==> src/rtl/msf_ram.sv <==
// msf_ram: generic simple dual-port RAM, one write port and one read port.
// Read data is registered.
// No dependencies.
`timescale 1ns / 1ps

module msf_ram #(
   parameter int WIDTH  = 8,
   parameter int DEPTH  = 16,
   parameter int ADDR_W = (DEPTH > 1) ? $clog2(DEPTH) : 1
) (
   input  logic              clock,
   input  logic              we,
   input  logic [ADDR_W-1:0] waddr,
   input  logic [WIDTH-1:0]  wdata,
   input  logic              re,
   input  logic [ADDR_W-1:0] raddr,
   output logic [WIDTH-1:0]  rdata
);

   logic [WIDTH-1:0] mem [DEPTH];
   logic [WIDTH-1:0] rdata_ff;

   always_ff @(posedge clock) begin
      if (we) begin
         mem[waddr] <= wdata;
      end
      if (re) begin
         rdata_ff <= mem[raddr];
      end
   end

   assign rdata = rdata_ff;

endmodule

==> config.mk <==
export PLATFORM = sky130hd
export DESIGN_NAME = msf_ram
export DESIGN_NICKNAME = d
export VERILOG_FILES = /design/src/rtl/msf_ram.sv
export SDC_FILE = /design/constraint.sdc
export NUM_CORES = 1
export LEC_CHECK = 0
export BUFFER_PORTS_ARGS = -buffer_cell sky130_fd_sc_hd__buf_2
export CORE_MARGIN = 4
export CORE_UTILIZATION = 30
export CTS_CLUSTER_DIAMETER = 100
export DETAILED_ROUTE_END_ITERATION = 8
export PLACE_DENSITY_LB_ADDON = 0.2
export SYNTH_ARGS = -nofsm -noshare
export SYNTH_HDL_FRONTEND = slang
export SYNTH_SLANG_ARGS = --single-unit
==> constraint.sdc <==
create_clock -name clock -period 2.5 [get_ports clock]
set_clock_uncertainty 0.2 [all_clocks]
set_input_delay 0.375 -clock clock [delete_from_list [all_inputs] [get_ports clock]]
set_output_delay 0.375 -clock clock [all_outputs]
set_load 0.01 [all_outputs]
==> results.sh <==
export IMPL_status="finished clean"
export IMPL_syn_inst=229
export IMPL_rsz0062_at_grt="no"
export IMPL_cts_tree="built"
export IMPL_top_layer="met4"
export IMPL_chipWidth_um=140
export IMPL_stdcell_count=523
export IMPL_cp_start_kind="primary input"
export IMPL_start_util=0.304
export IMPL_hold_viol=0
export IMPL_drt_first_pass_iters=5
export IMPL_wl_um=10800
export IMPL_ctsResizeCount=0
export IMPL_peakVddDrop_v=0.000460
export IMPL_synth_top_area_frac=0.781
export IMPL_setup_slack_ns=0.689
export IMPL_gp_congestion=0.721
export IMPL_nets=305
export IMPL_clkTransAtPathRegs_ns=0.06
export IMPL_cts_setup_buffers=0
export IMPL_p_per_area_nw_per_um2=848
export IMPL_cp_data_arrival_time_ns=1.75
export IMPL_pre_cts_ws_ns=0.248
export IMPL_overflow=0
export IMPL_dpl_cell_count=492
export IMPL_synth_nets=248
export IMPL_drcViolationCount=0
export IMPL_hold_class="in2reg"
export IMPL_finalPower_mw=5.39
export IMPL_antenna_found_initial=0
export IMPL_die_area_um2=19600
export IMPL_synth_area_leaders="edfxtp_1 (78%), mux4_2 (7.8%), mux4_1 (7.0%), a22oi_1 (2.3%), nor2_1 (0.93%)"
export IMPL_fmax_mhz=552
export IMPL_port_buffers=26
export IMPL_p_leak_nw=2.14
export IMPL_fillCellCount=1602
export IMPL_area_growth_pct=21.5
export IMPL_synth_area_per_cell_um2=22.8
export IMPL_met2WireLength_um=5230
export IMPL_wl_per_cell_um=20.6
export IMPL_root_buffer="clkbuf_16"
export IMPL_syn_area_um2=5230
export IMPL_seq_area_um2=4080
export IMPL_max_slew_margin=0.731
export IMPL_coreArea_um2=17200
export IMPL_setup_tns_ns=0
export IMPL_n_antenna_cell=0
export IMPL_vias=2435
export IMPL_setup_worst_path_class="in2reg"
export IMPL_ys_seq_area_frac=0.781
export IMPL_met1_length_um=5040
export IMPL_tightest_slew_ns=0.403
export IMPL_crit_path_end_kind="register"
export IMPL_via_per_inst=4.66
export IMPL_grt_max_degree=27
export IMPL_ios=27
export IMPL_rows=48
export IMPL_grt_usage=0.115
export IMPL_whs_ns=0.146
export IMPL_yosys_warnings=0
export IMPL_drv_cap=0
export IMPL_hpwl_um=6940
export IMPL_clockBufferDepth=2
export IMPL_wl_met3_um=337
export IMPL_grt_pass1_vias=2527
export IMPL_cts_htree_levels=4
export IMPL_clock_latency_ns=0.41
export IMPL_cp_required_ns=2.44
export IMPL_grt_pass1_wl_um=16200
export IMPL_numCtsBuffers=17
export IMPL_drive_gt1_frac=0.322
export IMPL_multiInputGateArea_um2=1060
export IMPL_clock_sinks=136
export IMPL_yosys_area_top_type="edfxtp_1"
export IMPL_layout_min_cycle_time_ns=1.81
export IMPL_drtIter0Drc=163
export IMPL_post_route_period_util=0.725
export IMPL_synth_cell_types=18
export IMPL_setup_violations_final=0
export IMPL_cts_hold_buf=0
export IMPL_ys_seq_elements=136
export IMPL_cp_max_fo=8
export IMPL_ant_nets=0
export IMPL_fp_dieH_um=140
export IMPL_drv_slew=0
## routing by layer
layer | track usage | vias to the layer above
met5 | 0 | -
met4 | 0.0439 | 0
met3 | 0.0280 | 14
met2 | 0.176 | 54
met1 | 0.160 | 1271
li1 | - | 1096
## logic make-up after synthesis
family | Yosys count | share of synthesized area
compound gates | 16 | 0.0230
buf+inv | 10 | 0.0165
flops | 136 | 0.781
simple gates | 35 | 0.0314
mux | 32 | 0.148
## report_power, final
group          switching [mW]  total (mW)  internal [mW]
Combinational           0.144       0.248          0.104
Clock                   0.906        2.56           1.65
Sequential             0.0118        2.58           2.57
Total                    1.06        5.39           4.33
## worst paths after layout
check / start / endpoint / slack [ns] / cells after the start
max reg2reg: mem[1][2] / rdata[2] / 0.74 / 3
min reg2reg: mem[8][1] / rdata[1] / 0.55 / 3
max: raddr[0] / rdata[2] / 0.69 / 5
min: re / rdata[3] / 0.15 / 1
## layout make-up
type                       count  area share
clock buffer                  17      0.0670
clock inverter                14      0.0288
multi-input combinational     83       0.166
sequential                   136       0.643
tap                          225      0.0443
timing repair buffer          48      0.0504
## flip-flops by register name (all words and copies together) (netlist names)
name   cells
rdata      8
mem      128
## synthesized netlist by cell type
master and n:
edfxtp_1 136, and2b_1 1, nor2b_1 1, nor2_1 13, buf_2 3, buf_4 1
nand3_1 1, nand2b_1 2, buf_6 3, a22oi_1 16, nand3b_1 2, or3b_2 1
mux4_1 14, and2_1 1, clkdlybuf4s25_2 3, nor3_1 4, mux4_2 18, nand2_1 9
## worst max-delay path: stages
cell     delay, ns
buf_2         0.13
buf_4         0.22
mux4_1        0.60
a22oi_1       0.28
nand2_1       0.14
## stage by stage
stage	utilization	instance area (um2)
floorplan	-	5230
global placement	0.334	5740
detailed placement	0.334	5740
CTS	0.370	6350
global route	0.370	6350
finish	0.370	6350
## cell usage in the layout (no fill, tap or decap), drive strengths merged
master and instances:
a22oi 16, and2 1, and2b 1, buf 48
bufinv 4, clkbuf 17, clkinv 10, edfxtp 136
mux4 32, nand2 9, nand2b 2, nand3 1
nand3b 2, nor2 13, nor2b 1, nor3 4
or3b 1
Power figures use the tool's default switching activity.
